**config.mk**
```make
export PLATFORM = sky130hd
export DESIGN_NAME = control_char_escaper_core
export DESIGN_NICKNAME = d
export VERILOG_FILES = /design/src/rtl/core/cce_pkg.sv /design/src/rtl/core/cce_front.sv /design/src/rtl/core/cce_queue.sv /design/src/rtl/core/cce_back.sv /design/src/rtl/core/control_char_escaper_core.sv
export SDC_FILE = /design/constraint.sdc
export NUM_CORES = 1
export LEC_CHECK = 0
export ABC_CLOCK_PERIOD_IN_PS = 4200
export BUFFER_PORTS_ARGS = -buffer_cell sky130_fd_sc_hd__buf_4
export CORE_ASPECT_RATIO = 1.2
export CORE_MARGIN = 1.5
export CORE_UTILIZATION = 55
export DETAILED_ROUTE_END_ITERATION = 8
export GPL_ROUTABILITY_DRIVEN = 0
export HOLD_SLACK_MARGIN = 0.02
export MAX_ROUTING_LAYER = met4
export PLACE_DENSITY_LB_ADDON = 0.08
export SLEW_MARGIN = 20
export SYNTH_ARGS = -nofsm -noshare
export SYNTH_HDL_FRONTEND = slang
export SYNTH_SLANG_ARGS = --single-unit
```
**constraint.sdc**
```tcl
create_clock -name clk -period 4.2 [get_ports clk]
set_input_delay 0.84 -clock clk [delete_from_list [all_inputs] [get_ports clk]]
set_output_delay 0.84 -clock clk [all_outputs]
set_load 0.02 [all_outputs]
```
**src/rtl/core/cce_pkg.sv**
```systemverilog
// Shared types, codes and character tables for the control character escaper.
package cce_pkg;

  localparam int ByteW = 8;
  localparam int IdxW  = 3;

  localparam logic [1:0] K_PLAIN = 2'd0;  // byte passes through
  localparam logic [1:0] K_CESC  = 2'd1;  // backslash plus letter
  localparam logic [1:0] K_OCT   = 2'd2;  // backslash plus three octal digits
  localparam logic [1:0] K_XML   = 2'd3;  // XML entity

  localparam logic [ByteW-1:0] CH_BSLASH = 8'h5C;
  localparam logic [ByteW-1:0] CH_AMP    = 8'h26;
  localparam logic [ByteW-1:0] CH_QUOT   = 8'h22;
  localparam logic [ByteW-1:0] CH_APOS   = 8'h27;
  localparam logic [ByteW-1:0] CH_LT     = 8'h3C;
  localparam logic [ByteW-1:0] CH_GT     = 8'h3E;
  localparam logic [ByteW-1:0] CTRL_MAX  = 8'd31;
  localparam logic [ByteW-1:0] CH_DEL    = 8'd127;

  // entity strings, first character in the top byte, zero padded
  localparam logic [47:0] XML_AMP  = {"&amp;", 8'h00};
  localparam logic [47:0] XML_QUOT = "&quot;";
  localparam logic [47:0] XML_APOS = "&apos;";
  localparam logic [47:0] XML_LT   = {"&lt;", 16'h0000};
  localparam logic [47:0] XML_GT   = {"&gt;", 16'h0000};

  typedef struct packed {
    logic [ByteW-1:0] data;
    logic [1:0]       kind;
    logic [IdxW-1:0]  len;
  } entry_t;

  typedef struct packed {
    logic busy;   // in the middle of an expanded sequence
    logic pop;    // head entry fully emitted this cycle
  } back_stat_t;

  function automatic logic [ByteW-1:0] cesc_letter(logic [ByteW-1:0] b);
    logic [ByteW-1:0] c;
    case (b)
      8'd7:    c = "a";
      8'd8:    c = "b";
      8'd9:    c = "t";
      8'd10:   c = "n";
      8'd11:   c = "v";
      8'd12:   c = "f";
      8'd13:   c = "r";
      default: c = CH_BSLASH;
    endcase
    return c;
  endfunction

  function automatic logic [ByteW-1:0] xml_char(logic [ByteW-1:0] b, logic [IdxW-1:0] idx);
    logic [47:0]     s;
    logic [IdxW-1:0] pos;
    case (b)
      CH_AMP:  s = XML_AMP;
      CH_QUOT: s = XML_QUOT;
      CH_APOS: s = XML_APOS;
      CH_LT:   s = XML_LT;
      default: s = XML_GT;
    endcase
    pos = IdxW'(5) - idx;
    return s[8*pos +: 8];
  endfunction

  function automatic logic [ByteW-1:0] seq_char(entry_t e, logic [IdxW-1:0] idx);
    logic [ByteW-1:0] c;
    case (e.kind)
      K_PLAIN: c = e.data;
      K_CESC:  c = (idx == '0) ? CH_BSLASH : cesc_letter(e.data);
      K_OCT: begin
        case (idx)
          3'd0:    c = CH_BSLASH;
          3'd1:    c = {6'b001100, e.data[7:6]};
          3'd2:    c = {5'b00110, e.data[5:3]};
          default: c = {5'b00110, e.data[2:0]};
        endcase
      end
      default: c = xml_char(e.data, idx);
    endcase
    return c;
  endfunction

endpackage

```
**src/rtl/core/cce_front.sv**
```systemverilog
// Front end: holds the XML mode register and classifies each accepted byte.
module cce_front (
  input  logic              clk,
  input  logic              rst,
  input  logic              cfg_write,
  input  logic              cfg_data,
  input  logic              push,
  input  logic              q_full,
  input  logic [7:0]        in_byte,
  output logic              q_write,
  output cce_pkg::entry_t   q_entry
);
  import cce_pkg::*;

  logic escape_xml;

  always_ff @(posedge clk) begin
    if (rst) begin
      escape_xml <= 1'b0;
    end else if (cfg_write) begin
      escape_xml <= cfg_data;
    end
  end

  assign q_write = push && !q_full;

  always_comb begin
    q_entry.data = in_byte;
    if (in_byte inside {[8'd7:8'd13], CH_BSLASH}) begin
      q_entry.kind = K_CESC;
      q_entry.len  = IdxW'(2);
    end else if (escape_xml && in_byte == CH_AMP) begin
      q_entry.kind = K_XML;
      q_entry.len  = IdxW'(5);
    end else if (escape_xml && (in_byte inside {CH_QUOT, CH_APOS})) begin
      q_entry.kind = K_XML;
      q_entry.len  = IdxW'(6);
    end else if (escape_xml && (in_byte inside {CH_LT, CH_GT})) begin
      q_entry.kind = K_XML;
      q_entry.len  = IdxW'(4);
    end else if (in_byte <= CTRL_MAX || in_byte == CH_DEL) begin
      q_entry.kind = K_OCT;
      q_entry.len  = IdxW'(4);
    end else begin
      q_entry.kind = K_PLAIN;
      q_entry.len  = IdxW'(1);
    end
  end

endmodule

```
**src/rtl/core/cce_queue.sv**
```systemverilog
// Small register queue between the classifier and the expander.
module cce_queue #(
  parameter int Depth = 4
) (
  input  logic                       clk,
  input  logic                       rst,
  input  logic                       write,
  input  cce_pkg::entry_t            wdata,
  input  logic                       read,
  output logic                       full,
  output logic                       valid,
  output cce_pkg::entry_t            rdata,
  output logic [$clog2(Depth+1)-1:0] count
);
  import cce_pkg::*;

  localparam int PtrW = (Depth > 1) ? $clog2(Depth) : 1;
  localparam int CntW = $clog2(Depth+1);

  entry_t            mem [Depth];
  logic [PtrW-1:0]   wptr;
  logic [PtrW-1:0]   rptr;
  logic [CntW-1:0]   count_next;
  logic              do_rd;

  assign full  = (count == CntW'(Depth));
  assign valid = (count != '0);
  assign rdata = mem[rptr];
  assign do_rd = read && valid;

  always_comb begin
    count_next = count;
    if (write && !do_rd) begin
      count_next = count + CntW'(1);
    end else if (do_rd && !write) begin
      count_next = count - CntW'(1);
    end
  end

  always_ff @(posedge clk) begin
    if (write) begin
      mem[wptr] <= wdata;
    end
  end

  always_ff @(posedge clk) begin
    if (rst) begin
      wptr  <= '0;
      rptr  <= '0;
      count <= '0;
    end else begin
      count <= count_next;
      if (write) begin
        wptr <= (wptr == PtrW'(Depth-1)) ? '0 : wptr + PtrW'(1);
      end
      if (do_rd) begin
        rptr <= (rptr == PtrW'(Depth-1)) ? '0 : rptr + PtrW'(1);
      end
    end
  end

endmodule

```
**src/rtl/core/cce_back.sv**
```systemverilog
// Back end: walks the head entry a byte a cycle into the result register when free.
module cce_back (
  input  logic                clk,
  input  logic                rst,
  input  logic                q_valid,
  input  cce_pkg::entry_t     q_entry,
  input  logic                pop,
  output cce_pkg::back_stat_t stat,
  output logic                empty,
  output logic [7:0]          out_byte,
  output logic                out_last
);
  import cce_pkg::*;

  logic [IdxW-1:0] idx;
  logic            ovalid;
  logic            load;
  logic            at_end;

  assign load   = !ovalid || pop;
  assign at_end = (idx == q_entry.len - IdxW'(1));

  assign stat.busy = (idx != '0);
  assign stat.pop  = load && q_valid && at_end;
  assign empty     = !ovalid;

  always_ff @(posedge clk) begin
    if (rst) begin
      ovalid <= 1'b0;
      idx    <= '0;
    end else if (load) begin
      ovalid <= q_valid;
      if (q_valid) begin
        idx <= at_end ? '0 : idx + IdxW'(1);
      end
    end
  end

  always_ff @(posedge clk) begin
    if (load && q_valid) begin
      out_byte <= seq_char(q_entry, idx);
      out_last <= at_end;
    end
  end

endmodule

```
**src/rtl/core/control_char_escaper_core.sv**
```systemverilog
// Top level of the control character escaper: classifier, queue and expander.
// Takes one text byte per request and returns its escaped form one byte per
// result, out_last marking the final byte of each sequence. Plain bytes flow
// at one per cycle while results are popped, through a queue entry and then
// the result register; an expanded byte (C escape 2, octal escape 4, XML
// entity 4 to 6 bytes) holds the expander until its last byte is out, and
// the QUEUE_DEPTH entry queue absorbs input meanwhile before full rises.
// escape_xml is written through cfg_write/cfg_data and resets to 0.
module control_char_escaper_core #(
  parameter int QUEUE_DEPTH = 4
) (
  input  logic       clk,
  input  logic       rst,
  input  logic       cfg_write,
  input  logic       cfg_data,
  input  logic       push,
  output logic       full,
  input  logic [7:0] in_byte,
  output logic       empty,
  input  logic       pop,
  output logic [7:0] out_byte,
  output logic       out_last
);
  import cce_pkg::*;

  localparam int CntW = $clog2(QUEUE_DEPTH+1);

  logic            q_write;
  entry_t          q_wentry;
  logic            q_valid;
  entry_t          q_head;
  logic [CntW-1:0] q_count;
  back_stat_t      back_stat;

  cce_front u_front (
    .clk       (clk),
    .rst       (rst),
    .cfg_write (cfg_write),
    .cfg_data  (cfg_data),
    .push      (push),
    .q_full    (full),
    .in_byte   (in_byte),
    .q_write   (q_write),
    .q_entry   (q_wentry)
  );

  cce_queue #(
    .Depth (QUEUE_DEPTH)
  ) u_queue (
    .clk   (clk),
    .rst   (rst),
    .write (q_write),
    .wdata (q_wentry),
    .read  (back_stat.pop),
    .full  (full),
    .valid (q_valid),
    .rdata (q_head),
    .count (q_count)
  );

  cce_back u_back (
    .clk      (clk),
    .rst      (rst),
    .q_valid  (q_valid),
    .q_entry  (q_head),
    .pop      (pop),
    .stat     (back_stat),
    .empty    (empty),
    .out_byte (out_byte),
    .out_last (out_last)
  );

`ifndef SYNTHESIS
  // mid-sequence the head entry must still be in the queue
  a_busy_has_head: assert property (@(posedge clk) disable iff (rst)
    back_stat.busy |-> q_valid)
    else $error("expander busy with empty queue");

  a_count_bound: assert property (@(posedge clk) disable iff (rst)
    q_count <= CntW'(QUEUE_DEPTH))
    else $error("queue count overflow");

  a_reset_empty: assert property (@(posedge clk)
    rst |=> (empty && !full && q_count == '0))
    else $error("not empty after reset");

  // request into empty queue, idle output: passes queue, then result register
  a_plain_latency: assert property (@(posedge clk) disable iff (rst)
    (q_write && q_count == '0 && empty) |=> ##1 !empty)
    else $error("result missing after request");
`endif

endmodule
```
==> results of run 1 <==
==> cells by family after synthesis <==
| family | Yosys count | synth area share |
|---|---|---|
| xor+xnor | 10 | 0.0239 |
| mux | 24 | 0.109 |
| compound gates | 62 | 0.114 |
| fa+ha+maj | 12 | 0.0429 |
| flops | 71 | 0.542 |
| simple gates | 89 | 0.134 |
| buf+inv | 26 | 0.0334 |
==> per-stage QoR <==
stage               std cells  hold slack [ps]  setup slack (ps)  instance area [sq um]  total power (W)
floorplan                 294              445               999                   3670          0.00178
global placement          392              457               943                   3900          0.00202
detailed placement        392              462               799                   3900          0.00202
CTS                       408              472               789                   4080          0.00251
global route              408              493               582                   4080          0.00265
finish                    408              472               827                   4080          0.00250
==> cells in the mapped netlist, drive strengths merged (6+ instances only) <==
library cell,n
a21oi,18
mux2i,9
nor3,8
a31oi,6
and2,7
nand2,13
o21ai,11
nand3,7
buf,8
dfxtp,14
ha,11
nor2b,7
mux4,12
clkbuf,6
inv,12
nor2,27
edfxtp,57
xnor2,7
==> state kept, by name (all words and copies together), names as in the netlist, named ones only <==
| register | cells |
|---|---|
| u_queue.mem | 48 |
| u_queue.rptr | 2 |
| u_back.out_last | 1 |
| u_back.ovalid | 1 |
| u_front.escape_xml | 1 |
| u_queue.wptr | 2 |
| u_back.out_byte | 8 |
| u_queue.count | 3 |
| u_back.idx | 3 |
==> worst paths after layout <==
check | endpoint | slack [ps]
max | u_queue.count[2] | 830
max reg2reg | u_queue.count[2] | 830
min | u_back.ovalid | 470
min reg2reg | u_back.ovalid | 470
==> worst max-delay path: cells and delay by family (launching register included) <==
| family | cells | cell delay, ps |
|---|---|---|
| buffers and inverters | 4 | 480 |
| flip-flops | 1 | 360 |
| AO/OA/AOI/OAI | 1 | 130 |
| XOR/XNOR | 3 | 450 |
| AND/OR/NAND/NOR | 3 | 600 |
| adder cells (fa/ha/maj) | 3 | 700 |
| multiplexers | 1 | 570 |
==> layer usage <==
metal | vias up | GRT usage | part of all wire
met2 | 96 | 0.353 | 0.49
met5 | - | - | 0
met4 | 0 | 0.0864 | 0.018
met1 | 1162 | 0.265 | 0.45
li1 | 1173 | - | -
met3 | 14 | 0.0335 | 0.041
==> where the power goes <==
group          total (W)  switching [W]  internal, W
Combinational    0.00102       0.000579     0.000438
Sequential      0.000997      0.0000754     0.000922
Clock           0.000485       0.000269     0.000216
Total            0.00250       0.000924      0.00158
==> layout make-up <==
cell class                      count  area, sq um
Inverter                           12         45.0
Tap cell                           85          106
Timing Repair Buffer               27          203
Multi-Input combinational cell    197         1560
Clock inverter                      6         46.3
Fill cell                         499         2370
Sequential cell                    71         1990
Clock buffer                       10          128
==> run summary, run 1 <==
The synthesized netlist occupies a cell area of 3670 sq um. The tool flagged a number of max-cap violations equal to 0. Number of cells produced by synthesis: 294. Buffers inserted during clock tree synthesis total 9. The routed design has 6.85 mm of wire. The worst-case IR drop observed on VDD is 0.294 mV. For the number of top-level design ports, the log shows 25. Counting stages on the worst path, the most repeated cell is sky130_fd_sc_hd__inv_1. The later pin in the worst-skew pair is clocked with a latency of 340 ps.

Adding up every negative setup slack in the final design gives 0 ps. The antenna cell count was 0. Final HPWL from detailed placement: 4.77 mm.

Global-route congestion overflow total: 0. Of all nets on the critical path, the largest fanout is 13. The normalized max-slew margin was 0.568. In the routed design, unresolved DRC markers number 0. Between clock sinks in the finished design, the worst skew comes to 8.17 ps. The first detailed-routing pass ran for 5 iterations. The worst register-to-register path has a depth of 15.

The critical path class is flip-flop to flip-flop. The cell depth of the worst min-delay path works out to 2. The number of nets in the synthesized netlist is 320. The share of synthesized registers carrying an async set or reset is 0, and the number of setup violations in the final report is 0.

The buffer cell driving the clock tree root is sky130_fd_sc_hd__clkbuf_8. The highest-delay cell along the critical path is sky130_fd_sc_hd__mux4_2. In the layout the commonest cells are sky130_fd_sc_hd__edfxtp_1, sky130_fd_sc_hd__buf_4, sky130_fd_sc_hd__nor2_1. The top-area cell type share of the netlist area was 0.466; the hold buffer count at cts was 0. The die area is 7180 sq um. Yosys attributes the largest share of cell area to sky130_fd_sc_hd__edfxtp_1, sky130_fd_sc_hd__dfxtp_1, sky130_fd_sc_hd__mux4_2. The analysis attributes to cell leakage a power of 1.41 nW. The number of distinct library cells after synthesis was 64; the number of global-route vias before repair was 2254. Launch point of the worst hold path: u_back.ovalid.

TritonCTS built the clock tree. The share of layout cells above drive strength 1 was 0.195; the power density over the cells was 613 nW/um^2. The first global-routing pass estimated 11.3 mm of wire. For the pin with the worst max-slew slack, the measured transition is 631 ps. Traced cell by cell, the critical path runs through buf_4 -> mux4_2 -> inv_1 -> ha_1 -> xnor2_1 -> xnor2_1 -> nor3_1 -> and2_1 -> inv_1 -> ha_1 -> inv_1 -> fa_1 -> xor2_1 -> or3_1 -> a21oi_1. The worst path in the final design needs a cycle of 3370 ps, including I/O delays and setup. The flow ran to the end, and the final reports show no timing, DRC or antenna violations. Relative to the synthesized area, the layout overhead comes to 11.0%. The tools report the nature of the critical path endpoint as a flip-flop. The starting density of the core came out at 0.570. Setup repair after global routing left no endpoint under its margin. The worst setup path is launched from a flip-flop. Buffers placed on the I/O ports in this run total 24.

The library cell occupying the most area in the post-synthesis netlist was sky130_fd_sc_hd__edfxtp_1. Main flop type after synthesis: sky130_fd_sc_hd__edfxtp_1. The tools report the total vias in the final route as 2445.

The synthesized area per cell is 12.5 sq um. The final period utilization is 0.803, and the post-detailed-route wirelength per cell is 16.8 um. After the first detailed-routing iteration, the DRC count stood at 245.

For this run, the top clock speed supported by timing is 0.297 GHz. From bottom edge to top edge, the die measures 92.5 um. The endpoint required time on the critical path is 4480 ps, and the total count of max-transition violations in the final report is 0. The tools report the portion of the post-synthesis area used by sequential elements as 0.542. The x dimension of the die came out at 77.6 um. During synthesis, Yosys emitted a total of 0 warnings.

The number of synthesized flops with an enable pin works out to 57. The number of post-CTS setup repair buffers came out at 0. The H-tree was split into 3 levels. The number of storage elements in the synthesis netlist works out to 71. Type of the worst min-delay path: flip-flop to flip-flop.

The register clock-pin slew on the reported worst setup and hold paths came out at 80 ps. The share of the core filled with cells in the final layout was 0.633; the maximum count of clock buffers along a single path was 2. Data on the critical path arrives at its endpoint at 3650 ps.

The number of antenna violations at the first check in global routing was 0; the number of standard-cell rows in the floorplan was 32. Leaving out fill and tap cells, the most frequent cell in the layout is sky130_fd_sc_hd__edfxtp_1. Dividing the detail-routed via count by the number of cells gives 5.99. The run gives 0.214 as the combined global-route utilization of all metal layers. The hold violation total from the final report is 0. The run gives 17 as the maximum number of pins on one net before global-route repair.

Post-CTS repair changed the size of 0 cells. Clock sink count: 71. For the net total in the final layout, the log shows 344. The delay contributed by the slowest stage of the critical path is 570 ps, and the core outline area is 6450 sq um.

The number of nets with antenna violations after routing is 0.
Power figures use the tool's default switching activity.
==> run 2: changes to the inputs <==
--- a/config.mk
+++ b/config.mk
@@ -5,7 +5,8 @@
 export SDC_FILE = /design/constraint.sdc
 export NUM_CORES = 1
 export LEC_CHECK = 0
-export ABC_CLOCK_PERIOD_IN_PS = 4200
+export ABC_AREA = 1
+export ABC_CLOCK_PERIOD_IN_PS = 3350
 export BUFFER_PORTS_ARGS = -buffer_cell sky130_fd_sc_hd__buf_4
 export CORE_ASPECT_RATIO = 1.2
 export CORE_MARGIN = 1.5
==> constraint.sdc (replaced) <==
create_clock -name clk -period 3.35 [get_ports clk]
set_input_delay 0.67 -clock clk [delete_from_list [all_inputs] [get_ports clk]]
set_output_delay 0.67 -clock clk [all_outputs]
set_load 0.02 [all_outputs]
==> run 2 against run 1 <==
- synthesized cell count is 60% higher
- fmax is 19% higher
- final area is 10% higher
- register-to-register slack worse by 310 ps
- non-clock buffer count is 5 higher
- area after synthesis is 9.5% higher
- sequential share of layout area is 4.6 points lower
- wire length is 20% higher
- combinational power is 53% higher
- worst hold slack better by 30 ps
- cell count is 46% higher
==> run summary, run 2 <==
The sequential cells in the finished layout cover a total of 1990 sq um. Share of layout cells above drive strength 1: 0.169. Row generation in the floorplan step produced 33 rows. The run gives 0 ps as the setup TNS.

The library cell used most frequently in the layout, excluding fill and tap cells, is sky130_fd_sc_hd__nand2_1. After detailed routing, the average wire length per cell comes to 13.9 um. The post-placement cell area is 4290 sq um, and the number of synthesized flops with an enable pin is 57. The net count of the finished layout is 529. The power density over the cells came out at 789 nW/um^2.

The tools report the number of antenna violations at the first check in global routing as 0. The run gives 0 as the number of nets with antenna violations after routing. During I/O placement, the number of pins put on the boundary was 25.

After layout, the worst setup slack is 514 ps. In this run the worst path has a maximum fanout of 10. The synthesized netlist occupies a cell area of 4020 sq um. Dividing the detail-routed via count by the number of cells gives 5.22. The run gives 8.24 mm as the sum of routed wire length over all layers. The portion of the post-synthesis area used by sequential elements is 0.495. By startpoint and endpoint, the worst setup path is classified as flip-flop to flip-flop. In this run the vertical extent of the chip is 96.7 um. In this run, synthesis produced a sequential element count of 71. In the synthesized netlist the dominant register cell turns out to be sky130_fd_sc_hd__edfxtp_1. The logs give 9 for the number of CTS-inserted buffers and 604 for the number of fillers in the final layout. The die covers 7840 sq um. For this block, the via count after detailed routing is 3108. The run gives 0 as the antenna cell count. For this design the static power due to leakage is 2.00 nW. In this run the tool buffered the top-level ports with 24 buffer cells.

Setup repair after global routing left no endpoint under its margin. The number of post-CTS setup repair buffers was 0. The flow ran to the end, and the final reports show no timing, DRC or antenna violations. The library cell occupying the most area in the post-synthesis netlist was sky130_fd_sc_hd__edfxtp_1. Share of synthesized registers carrying an async set or reset: 0. The post-placement setup slack came out at 511 ps. The logs give 0 for the hold buffer count at cts and 4 for the first-pass iteration count of the detailed router. Based on the critical path, the design can be clocked at up to 0.353 GHz. Yosys instantiated no cell more often than sky130_fd_sc_hd__nand2_1. Post-CTS repair changed the size of 0 cells. The worst-case IR drop observed on VDD is 0.438 mV. On the final layout, the worst clock skew is 12.2 ps. Starting density of the core: 0.580. For the final instance area, the log shows 4500 sq um. Final period utilization: 0.847. TritonCTS built the clock tree. Yosys attributes the largest share of cell area to sky130_fd_sc_hd__edfxtp_1, sky130_fd_sc_hd__nand2_1, sky130_fd_sc_hd__dfxtp_1. Leaving out fill and tap cells, the most frequent cells in the layout are sky130_fd_sc_hd__nand2_1, sky130_fd_sc_hd__edfxtp_1, sky130_fd_sc_hd__inv_1. The tools report the clock sink count as 71. The total count of max-transition violations in the final report came out at 0.

The clock passes through at most 2 buffers. The nature of the critical path endpoint was a flip-flop. The final critical delay including setup and external delays is 2840 ps.

The tools report the maximum number of pins on one net before global-route repair as 26. The commonest cells after synthesis are sky130_fd_sc_hd__nand2_1, sky130_fd_sc_hd__edfxtp_1, sky130_fd_sc_hd__inv_1, sky130_fd_sc_hd__nor2_1, sky130_fd_sc_hd__nand3_1. Top-area cell type share of the netlist area: 0.426. STA classifies the critical path startpoint as a flip-flop. In the final layout, the multi-input gates occupy 1750 sq um.

The warning count from the yosys run was 0; the global-route congestion overflow total was 0. The synthesized area per cell was 8.54 sq um; the flip-flop count of the largest register, all copies and words added was 48. Max-cap violations in this run came to 0. The number of setup violations in the final report was 0. The number of cells produced by synthesis was 471.

The hold violation total from the final report was 0; the endpoint required time on the critical path was 3590 ps. From left edge to right edge, the die measures 81.1 um. The area growth from synthesis to layout is 11.9%. Number of global-route vias before repair: 2890.

In this run the worst hold path is classified as input pin to flip-flop. Buffer cell driving the clock tree root: sky130_fd_sc_hd__clkbuf_8. At the pin with the least slew margin, the transition time is 525 ps. The logs give 350 ps for the clock latency reported for the late side of the worst-skew pair and 3 for the H-tree depth reported by CTS. Register with the most flip-flops: u_queue.mem.

For the core outline area, the log shows 6940 sq um. The first routing iteration left 152 violations. The wire-length estimate of the detail-placed layout is 6.08 mm. After clock tree synthesis, the clock-pin slew on the worst setup and hold paths is 80 ps. On the final layout, the worst hold slack is 502 ps. After detailed routing, the number of remaining DRC violations is 0.

The combined global-route utilization of all metal layers is 0.231. For the worst setup path, the data arrival time is 3080 ps. The wire length of the first global-routing pass was 13.3 mm.

Counting distinct cell types in the post-synthesis netlist gives 45. The number of nets in the synthesized netlist was 497; the normalized max-slew margin was 0.646. In the final layout, the registers with the most flip-flops are u_queue.mem: 48 flops, u_back.out_byte: 8 flops.
## run 2: metal layers
layer / track usage / up-vias / wire length, um
li1: - / 1623 / -
met1: 0.271 / 1397 / 3610
met2: 0.371 / 67 / 4080
met3: 0.0481 / 21 / 269
met4: 0.114 / 0 / 284
met5: - / - / 0
## run 2: path summary, 6_finish.rpt
path	startpoint	to	slack, ps	cells past startpoint
worst min register to register	u_queue.count[2]	u_queue.count[2]	510	2
worst max-delay path	flip-flop	u_queue.count[1]	510	13
worst min-delay path	rst	u_queue.count[0]	500	2
worst max register to register	flip-flop	u_queue.count[1]	510	13
## run 2: cell families after synthesis
family / Yosys count / synth area share
AOI/OAI and AO/OA: 50 / 0.0793
xor gates and xnor gates: 4 / 0.00871
adders and majority gates: 12 / 0.0392
buffers and inverters: 61 / 0.0691
DFF: 71 / 0.495
and+or+nand+nor: 273 / 0.309
## run 2: area by class of cell
cell class,instances,share of cell area
Clock buffer,13,0.0425
Clock inverter,3,0.00445
Inverter,50,0.0434
Multi-Input combinational cell,339,0.389
Sequential cell,71,0.443
Tap cell,87,0.0242
Timing Repair Buffer,32,0.0534
## run 2: report_power, final
| part | switching (W) | leakage (nW) | internal (W) |
|---|---|---|---|
| clock network | 0.000320 | 0.110 | 0.000380 |
| logic | 0.00104 | 1.25 | 0.000525 |
| registers | 0.000112 | 0.644 | 0.00118 |
| total | 0.00147 | 2.00 | 0.00208 |
## run 2: critical path, cell delays in order, from the launching register on
cell,delay [ps]
sky130_fd_sc_hd__dfxtp_1,470
sky130_fd_sc_hd__buf_4,220
sky130_fd_sc_hd__a21oi_1,70
sky130_fd_sc_hd__a32o_1,220
sky130_fd_sc_hd__ha_1,310
sky130_fd_sc_hd__xor2_1,160
sky130_fd_sc_hd__nand3_1,120
sky130_fd_sc_hd__a21oi_2,150
sky130_fd_sc_hd__nand2_2,100
sky130_fd_sc_hd__ha_1,180
sky130_fd_sc_hd__inv_1,100
sky130_fd_sc_hd__fa_1,410
sky130_fd_sc_hd__o21ai_0,160
sky130_fd_sc_hd__a21oi_1,60
## run 2: stage by stage
| stage | total power [W] | utilization | instances |
|---|---|---|---|
| floorplan | 0.00246 | - | 471 |
| finish | 0.00355 | 0.649 | 595 |
| global route | 0.00382 | 0.649 | 595 |
| detailed placement | 0.00287 | 0.618 | 579 |
| global placement | 0.00283 | 0.618 | 579 |
| CTS | 0.00356 | 0.649 | 595 |
